===== src/stf_pkg.sv =====
// Types and constants of the sorted tag filter.
// No dependencies; used by every module of the block.
package stf_pkg;

   localparam int TAG_W = 32;
   localparam logic [15:0] ITEM_GROUP = 16'hFFFE;

   typedef enum logic [1:0] {
      CMD_ADD   = 2'd0,
      CMD_CLEAR = 2'd1,
      CMD_QUERY = 2'd2
   } cmd_type;

   typedef enum logic [1:0] {
      ADD_INSERTED  = 2'd0,
      ADD_DUPLICATE = 2'd1,
      ADD_FULL      = 2'd2
   } add_status_type;

   typedef struct packed {
      logic [1:0]       command;
      logic [TAG_W-1:0] tag;
   } req_type;

   typedef struct packed {
      logic       read_element;
      logic       stop_reading;
      logic [1:0] add_status;
   } rsp_type;

   typedef enum logic [1:0] {
      CELL_HOLD,
      CELL_COMPARE,
      CELL_INSERT,
      CELL_REMOVE
   } cell_op_type;

   typedef struct packed {
      cell_op_type      op;
      logic [TAG_W-1:0] tag;
   } cell_ctrl_type;

endpackage


===== src/sorted_tag_filter_unit.sv =====
// Sorted tag filter: a row of tag cells plus the command sequencer.
// Depends on stf_pkg and stf_cell.
//
// Use: drive req_data and raise start; the transaction is accepted at a rising
// edge where start is high and busy is low. Commands are add (insert a tag in
// ascending order), clear (empty the set) and query (read / skip / stop for an
// incoming element tag; a read tag is removed from the set).
// Every accepted transaction gives one result on rsp_data, valid for exactly one
// cycle with rsp_strobe high. The receiver cannot stall; it must take it then.
// The sequencer steps through compare (every cell compares its slot against the
// tag), decide (the cell flags are reduced) and apply (the row shifts), then
// registers the result. busy stays high while the sequencer is in these states,
// so a new transaction is accepted only once the last one is done.
// Reset (synchronous, active high) empties the set and idles the sequencer;
// the slot contents themselves are not cleared, only the fill count.
module sorted_tag_filter_unit #(
   parameter int TAG_SLOTS = 16
) (
   input  logic             clock,
   input  logic             reset,
   input  logic             start,
   output logic             busy,
   input  stf_pkg::req_type req_data,
   output logic             rsp_strobe,
   output stf_pkg::rsp_type rsp_data
);
   import stf_pkg::*;

   localparam int CW = $clog2(TAG_SLOTS + 1);

   typedef enum logic [1:0] {
      ST_IDLE,
      ST_COMPARE,
      ST_DECIDE,
      ST_APPLY
   } state_type;

   state_type        state_ff;
   req_type          req_ff;
   logic [CW-1:0]    count_ff;
   logic [CW-1:0]    count_in;
   logic             any_eq_ff;
   logic             all_lt_ff;
   rsp_type          rsp_ff;
   rsp_type          rsp_in;
   logic             rsp_strobe_ff;
   cell_ctrl_type    cell_ctrl;
   cell_op_type      apply_op;

   logic [TAG_W-1:0]     tag_vec [TAG_SLOTS];
   logic [TAG_SLOTS-1:0] lt_vec;
   logic [TAG_SLOTS-1:0] eq_vec;
   logic [TAG_SLOTS-1:0] occ_vec;

   genvar gi;
   generate
      for (gi = 0; gi < TAG_SLOTS; gi++) begin : g_cell
         logic             left_lt;
         logic [TAG_W-1:0] left_tag;
         logic [TAG_W-1:0] right_tag;

         assign occ_vec[gi] = CW'(gi) < count_ff;

         if (gi == 0) begin : g_first
            assign left_lt  = 1'b1;
            assign left_tag = tag_vec[gi];
         end else begin : g_mid
            assign left_lt  = lt_vec[gi-1];
            assign left_tag = tag_vec[gi-1];
         end

         if (gi == TAG_SLOTS - 1) begin : g_last
            assign right_tag = tag_vec[gi];
         end else begin : g_inner
            assign right_tag = tag_vec[gi+1];
         end

         stf_cell u_cell (
            .clock     (clock),
            .ctrl      (cell_ctrl),
            .occupied  (occ_vec[gi]),
            .left_lt   (left_lt),
            .left_tag  (left_tag),
            .right_tag (right_tag),
            .tag_out   (tag_vec[gi]),
            .lt_out    (lt_vec[gi]),
            .eq_out    (eq_vec[gi])
         );
      end
   endgenerate

   // decision for the apply cycle
   always_comb begin
      rsp_in   = '0;
      count_in = count_ff;
      apply_op = CELL_HOLD;
      unique case (req_ff.command)
         CMD_ADD: begin
            if (any_eq_ff) begin
               rsp_in.add_status = ADD_DUPLICATE;
            end else if (count_ff == CW'(TAG_SLOTS)) begin
               rsp_in.add_status = ADD_FULL;
            end else begin
               rsp_in.add_status = ADD_INSERTED;
               apply_op          = CELL_INSERT;
               count_in          = count_ff + CW'(1);
            end
         end
         CMD_CLEAR: begin
            count_in = '0;
         end
         CMD_QUERY: begin
            if (count_ff == '0) begin
               rsp_in.stop_reading = 1'b1;
            end else if (req_ff.tag[31:16] != ITEM_GROUP && all_lt_ff) begin
               // tag lies above the largest wanted tag
               rsp_in.stop_reading = 1'b1;
            end else if (any_eq_ff) begin
               rsp_in.read_element = 1'b1;
               apply_op            = CELL_REMOVE;
               count_in            = count_ff - CW'(1);
            end
         end
         default: begin
         end
      endcase
   end

   always_comb begin
      cell_ctrl.tag = req_ff.tag;
      unique case (state_ff)
         ST_COMPARE: cell_ctrl.op = CELL_COMPARE;
         ST_APPLY:   cell_ctrl.op = apply_op;
         default:    cell_ctrl.op = CELL_HOLD;
      endcase
   end

   always_ff @(posedge clock) begin
      if (reset) begin
         state_ff      <= ST_IDLE;
         count_ff      <= '0;
         rsp_strobe_ff <= 1'b0;
      end else begin
         rsp_strobe_ff <= 1'b0;
         unique case (state_ff)
            ST_IDLE: begin
               if (start) begin
                  req_ff   <= req_data;
                  state_ff <= ST_COMPARE;
               end
            end
            ST_COMPARE: begin
               state_ff <= ST_DECIDE;
            end
            ST_DECIDE: begin
               any_eq_ff <= |eq_vec;
               all_lt_ff <= &(lt_vec | ~occ_vec);
               state_ff  <= ST_APPLY;
            end
            ST_APPLY: begin
               count_ff      <= count_in;
               rsp_ff        <= rsp_in;
               rsp_strobe_ff <= 1'b1;
               state_ff      <= ST_IDLE;
            end
         endcase
      end
   end

   assign busy       = state_ff != ST_IDLE;
   assign rsp_strobe = rsp_strobe_ff;
   assign rsp_data   = rsp_ff;

endmodule


===== src/stf_cell.sv =====
// One slot of the sorted tag row: holds a tag and its compare flags.
// Depends on stf_pkg.
module stf_cell (
   input  logic                         clock,
   input  stf_pkg::cell_ctrl_type       ctrl,
   input  logic                         occupied,
   input  logic                         left_lt,
   input  logic [stf_pkg::TAG_W-1:0]    left_tag,
   input  logic [stf_pkg::TAG_W-1:0]    right_tag,
   output logic [stf_pkg::TAG_W-1:0]    tag_out,
   output logic                         lt_out,
   output logic                         eq_out
);
   import stf_pkg::*;

   logic [TAG_W-1:0] tag_ff;
   logic             lt_ff;
   logic             eq_ff;

   always_ff @(posedge clock) begin
      unique case (ctrl.op)
         CELL_COMPARE: begin
            lt_ff <= occupied && (tag_ff < ctrl.tag);
            eq_ff <= occupied && (tag_ff == ctrl.tag);
         end
         CELL_INSERT: begin
            // slots at or above the insert point move up one place
            if (!lt_ff) begin
               tag_ff <= left_lt ? ctrl.tag : left_tag;
            end
         end
         CELL_REMOVE: begin
            if (!lt_ff) begin
               tag_ff <= right_tag;
            end
         end
         CELL_HOLD: begin
         end
      endcase
   end

   assign tag_out = tag_ff;
   assign lt_out  = lt_ff;
   assign eq_out  = eq_ff;

endmodule


===== config.mk =====
export PLATFORM = sky130hd
export DESIGN_NAME = sorted_tag_filter_unit
export DESIGN_NICKNAME = d
export VERILOG_FILES = /design/src/stf_pkg.sv /design/src/sorted_tag_filter_unit.sv /design/src/stf_cell.sv
export SDC_FILE = /design/constraint.sdc
export NUM_CORES = 2
export LEC_CHECK = 0
export ABC_AREA = 1
export BUFFER_PORTS_ARGS = -buffer_cell sky130_fd_sc_hd__buf_2
export CELL_PAD_IN_SITES_DETAIL_PLACEMENT = 0
export CELL_PAD_IN_SITES_GLOBAL_PLACEMENT = 1
export CORE_UTILIZATION = 45
export CTS_CLUSTER_DIAMETER = 150
export DETAILED_ROUTE_END_ITERATION = 7
export GPL_ROUTABILITY_DRIVEN = 0
export PLACE_DENSITY_LB_ADDON = 0.1
export SETUP_SLACK_MARGIN = 0.02
export SYNTH_ARGS = -nofsm -noshare
export SYNTH_HDL_FRONTEND = slang
export SYNTH_SLANG_ARGS = --single-unit

===== constraint.sdc =====
create_clock -name clock -period 4.25 [get_ports clock]
set_input_delay 0.2125 -clock clock [delete_from_list [all_inputs] [get_ports clock]]
set_output_delay 0.2125 -clock clock [all_outputs]
set_load 0.01 [all_outputs]

After elaboration in Yosys (flattened, before gate mapping)
Index checks and enable logic that the tools add are counted.
Storage, ports and cells
  input port bits: 37
  word-level logic and storage cells: 305
  bits in registers: 592
Operators by class
  reduce and logical (&&, ||, !) cells: 63
  bitwise operators: 6
  order comparisons: 32
  equality and inequality tests: 62
  $add $sub $neg: 2
  muxes and demuxes: 81
Operators by type and width (number)
  $mux 32: 45
  $pmux 32 s2: 15
  $eq 32x32->1: 16
  $lt 32x32->1: 16
  $ne 2x2->1 const B: 36
  $reduce_and 3->1: 16
  $lt 4x5->1 const A: 8
  $logic_and 1x1->1: 33
  $mux 5: 5
  $lt 3x5->1 const A: 4
  $ne 16x16->1 const B: 1
  $not 16->16: 1
  $or 16x16->16: 1
  $reduce_and 16->1: 1
  $reduce_or 16->1: 1
  $pmux 5 s3: 1
  $mux 2: 7
  $eq 2x2->1 const B: 5
  $lt 1x5->1 const A: 2
  $lt 2x5->1 const A: 2
  $pmux 2 s2: 2
  $pmux 2 s4: 1
  $reduce_and 7->1: 1
  $eq 2x1->1 const B: 3
  12 further kinds: 23

Depth between registers and ports, before layout
  depth in word-level cells: 9
  depth in mapped cells: 13

Hierarchy
A second synthesis with hierarchy kept.
Unflattened totals
  cells, all modules: 5497
  area, all modules: 45162.1 um^2
By module, submodules not included
  stf_cell: seq. area each 1021.0 um^2, times used 16, cells an instance 328, area each 2675.1 um^2
  sorted_tag_filter_unit: seq. area each 1361.3 um^2, times used 1, cells an instance 249, area each 2361.0 um^2

Worst setup path after synthesis
Ideal clock, no wire load.
  path type: register -> register
  start: register count_ff[4]
  end: register g_cell[15].u_cell.tag_ff[0], enable pin
  setup slack: 0.139 ns
  arrival time: 3.650 ns
  setup time: 0.461 ns
  path buffers: 3
  cell stages (with the launch flop): 11
  cell sequence: dfxtp_1 buf_2 nor2_4 nand2_2 inv_2 nand2_2 nand4_1 nand2_1 buf_2 buf_1 nor3_1
Between the ends
  cells in the longest elaborated chain, start to end: 7
Ends and longest elaborated chain
  start: declaration: RTL line sorted_tag_filter_unit.sv:40  | logic [CW-1:0] count_ff;
  start signal: assignment: RTL line sorted_tag_filter_unit.sv:161  | count_ff <= count_in;
  $eq 5x5->1: RTL line sorted_tag_filter_unit.sv:101  | end else if (count_ff == CW'(TAG_SLOTS)) begin
  $mux 2: RTL line sorted_tag_filter_unit.sv:101
  $mux 2: RTL line sorted_tag_filter_unit.sv:99  | if (any_eq_ff) begin
  $pmux 2 s2 *: RTL line sorted_tag_filter_unit.sv:97  | unique case (req_ff.command)
  $pmux 2 s2 *: RTL line sorted_tag_filter_unit.sv:131  | unique case (state_ff)
  $eq 2x2->1 *: RTL line stf_cell.sv:21  | unique case (ctrl.op)
  $reduce_and 2->1 (no line) *
  end signal: assignment: RTL line stf_cell.sv:29  | tag_ff <= left_lt ? ctrl.tag : left_tag;
  end signal: assignment: RTL line stf_cell.sv:34  | tag_ff <= right_tag;
  end: declaration: RTL line stf_cell.sv:16  | logic [TAG_W-1:0] tag_ff;
Mark *: on every way between the ends. The rest lies on a longest branch, timed or not.
A chain may end at the register's enable or synchronous reset.

Final worst setup path
  start: register count_ff[4]
  end: register g_cell[0].u_cell.tag_ff[27] (data pin)
Between the ends
  cells in the longest elaborated chain, start to end: 7
Ends and longest elaborated chain (RTL line)
  $eq 5x5->1: sorted_tag_filter_unit.sv:101
  $mux 2: sorted_tag_filter_unit.sv:101
  $mux 2: sorted_tag_filter_unit.sv:99
  $pmux 2 s2 *: sorted_tag_filter_unit.sv:97
  $pmux 2 s2 *: sorted_tag_filter_unit.sv:131
  $eq 2x2->1: stf_cell.sv:21
  $pmux 32 s2 *: stf_cell.sv:21
  end signal: assignment: stf_cell.sv:29
  end signal: assignment: stf_cell.sv:34
  end: declaration: stf_cell.sv:16
Marked as above.

==> impl_metrics.json <==
{
  "yosysUniqueCellTypes": 36,
  "htreeDepth": 3,
  "fin_crit_ns": 3.48,
  "layout.area.seq_um2": 17700,
  "cp_slowest_cell": "dfxtp_1",
  "syn_avg_cell_area_um2": 8.19,
  "synth_nets": 5616,
  "grt-ovfl-total": 0,
  "synth-simple-area-share_pct": 25.3,
  "num_io_pins": 43,
  "synth_xor_area_share_pct": 0.0211,
  "cts_tree": "built",
  "crit_chain": "nor2_4 > nand2_2 > inv_2 > nand2_2 > nand4_1 > nand2_4 > nand2_4 > buf_12 > nand2_1 > nand2_1",
  "p_sw_share_pct": 35.3,
  "critical_path.top_delay_family": "simple AND/OR/NAND/NOR gates",
  "tightest_slew_ns": 1.22,
  "grt_max_degree": 168,
  "dp_hpwl_um": 82400,
  "holdBufCountCts": 36,
  "synthMuxAreaShare_pct": 0,
  "cp_data_required_time_ns": 4.63,
  "drive_gt1_share_pct": 5.67,
  "grt_usage_pct": 24.8,
  "power.internal_mw": 12.3,
  "fin_crit_sh_pct": 82.0,
  "min_from": "req_data[18]",
  "drtIter0Drc": 2987,
  "cts_root_buffer": "clkbuf_16",
  "ys_ff_latch": 592,
  "start_kind": "register",
  "ir_worst_vdd_v": 0.000313,
  "yosysSeqAreaShare_pct": 42.7,
  "cts_buffers": 75,
  "antenna_left": 0,
  "clkPwrFrac_pct": 33.6,
  "avgRoutedWirePerCell_um": 18.7,
  "syn_area_um2": 41400,
  "power_switching_mw": 6.70,
  "hold_slack_ns": 0.278,
  "port_buffers": 42,
  "core_area_um2": 90600,
  "syn2layout_area_growth_pct": 10.4,
  "slew_headroom_pct": 18.4,
  "crit_buf_inv": 2,
  "max_freq_mhz": 287,
  "skew_ns": 0.0222,
  "synth_compound_area_share_pct": 11.4,
  "rows": 110,
  "hold_viol_final": 0,
  "drt_pass1_iterations": 6,
  "die_height_um": 305,
  "cts_buffer_depth": 3,
  "die_w_um": 305,
  "ctsResizeCount": 0,
  "yosysTopAreaCell": "edfxtp_1",
  "drc": 0,
  "via_per_inst": 5.44,
  "yosys_warnings": 0,
  "fill_cells": 8929,
  "startpoint": "count_ff[4]$_SDFFE_PP0P_",
  "r2r-start": "count_ff[4]$_SDFFE_PP0P_",
  "crit_path_end_kind": "register",
  "synth_top_family_by_area": "simple AND/OR/NAND/NOR gates",
  "synth_area_leaders": "edfxtp_1, ha_1, nand2_1",
  "slew_viol_final": 0,
  "maxCapViolCount": 0,
  "grt_pass1_vias": 33200,
  "clk_latency_ns": 0.64,
  "post_cts_buffers": 0,
  "cts.sinks": 592,
  "rsz0062_at_grt": "false",
  "die-area_um2": 93300,
  "antenna_found_initial": 0,
  "worst_ep_arrival_time_ns": 3.87,
  "worstHoldPathType": "input pin to register",
  "status": "finished clean",
  "p_per_area_nw_per_um2": 415,
  "synth_cells": 5056,
  "synth.top_cell.area_share_pct": 42.3,
  "grt_pass1_wl_um": 186000,
  "multi_input_area_um2": 21900,
  "drt-total-wl_um": 117000,
  "tns_ns": 0,
  "num_vias": 34100,
  "critPathMaxStageDelay_ns": 0.80,
  "nets": 5595,
  "crit_fanout": 144,
  "path_class": "register to register",
  "setup_viol": 0,
  "synthAdderAreaFrac_pct": 15.8,
  "p_seq_share_pct": 37.7,
  "share_comb_of_total_power_pct": 28.7,
  "clk_pin_slew_ns": 0.06,
  "power_leakage_nw": 19.9,
  "initial_utilization_pct": 45.8
}
## worst reg2reg max path, cell delays in order (launching register included)
cell,delay [ns]
dfxtp_1,0.80
nor2_4,0.18
nand2_2,0.22
inv_2,0.09
nand2_2,0.11
nand4_1,0.15
nand2_4,0.49
nand2_4,0.30
buf_12,0.30
nand2_1,0.53
nand2_1,0.08
## final timing paths
check,endpoint,slack (ns),cells past startpoint
max reg2reg,g_cell[0].u_cell.tag_out[27]$_DFFE_PP_,0.77,10
min reg2reg,state_ff[1]$_SDFFE_PP0P_,0.53,2
min,cell_ctrl[18]$_DFFE_PP_,0.28,2
max,g_cell[0].u_cell.tag_out[27]$_DFFE_PP_,0.77,10
## cell usage in the layout, fill, tap and decap left out, drive strengths merged, types with 7 or more instances in the layout
cell type,instances
a211oi,7
a21oi,456
buf,158
clkbuf,96
clkinv,44
dfxtp,8
dlygate4sd3,36
edfxtp,584
ha,523
inv,186
nand2,1567
nand3,507
nand3b,23
nand4,79
nor2,307
nor3,27
nor4,11
o211ai,16
o21ai,441
## cells in the mapped netlist, drive strengths merged
library cell  number
o2111ai            1
nand2           1567
nor3              27
o211ai            16
a221oi             1
xor2               1
inv              185
clkinv            10
and2               1
o21ai            441
nor3b              3
edfxtp           584
clkbuf           191
nand4             79
a211oi             7
o211a              1
buf              101
a41oi              1
o21a               2
nor2             307
o22ai              2
nand3b            23
dfxtp              8
a21oi            456
nand3            507
ha               523
nor4              11
## area by class of cell
cell class	instances	share of cell area [%]
inverter	195	1.60
sequential	592	38.7
tap	1176	3.22
multi-input combinational	3977	47.8
clock buffer	96	4.57
timing repair buffer	194	3.40
clock inverter	40	0.667
antenna	1	0.00547
## through the flow
step                power, mW  area (µm²)  setup WS, ns  std cells  util [%]
floorplan                11.1       41400         0.139       5056         -
global placement         12.6       43000          1.02       6098      47.5
detailed placement       12.7       43000         0.941       6098      47.5
CTS                      19.1       45700         0.926       6270      50.5
global route             20.1       45700         0.727       6270      50.5
finish                   19.0       45700         0.765       6271      50.5
## flip-flops by register name, indices dropped and copies added, names as in the netlist
register	count
cell_ctrl	32
g_cell.u_cell.tag_out	512
all_lt_ff	1
g_cell.u_cell.lt_out	16
count_ff	5
g_cell.u_cell.eq_out	16
rsp_strobe	1
req_ff	2
any_eq_ff	1
state_ff	2
rsp_data	4
## routing by layer
metal	up-vias	GRT usage, %	wire [µm]
met5	-	0	0
met4	0	6.49	2820
met3	132	3.26	4700
met2	658	39.7	52400
met1	15700	35.3	57100
li1	17600	-	-
## power by group through the flow
stage,Sequential (mW),Clock [mW],Combinational [mW]
2_1_floorplan,7.14,0,3.92
3_3_place_gp,7.29,0,5.30
3_5_place_dp,7.29,0,5.39
4_1_cts,7.17,6.52,5.45
5_1_grt,7.20,6.69,6.25
6_report,7.17,6.38,5.45
## logic make-up (layout without fill, tap and decap cells)
| family | count (synthesis) | after routing |
|---|---|---|
| adder cells (fa/ha/maj) | 523 | 523 |
| XOR/XNOR | 1 | 1 |
| AND/OR/NAND/NOR | 2525 | 2525 |
| flip-flops | 592 | 592 |
| buffers and inverters | 487 | 525 |
| AO/OA/AOI/OAI | 928 | 928 |
| other | 0 | 1 |
Note: power is estimated with default switching activity, not from simulation.
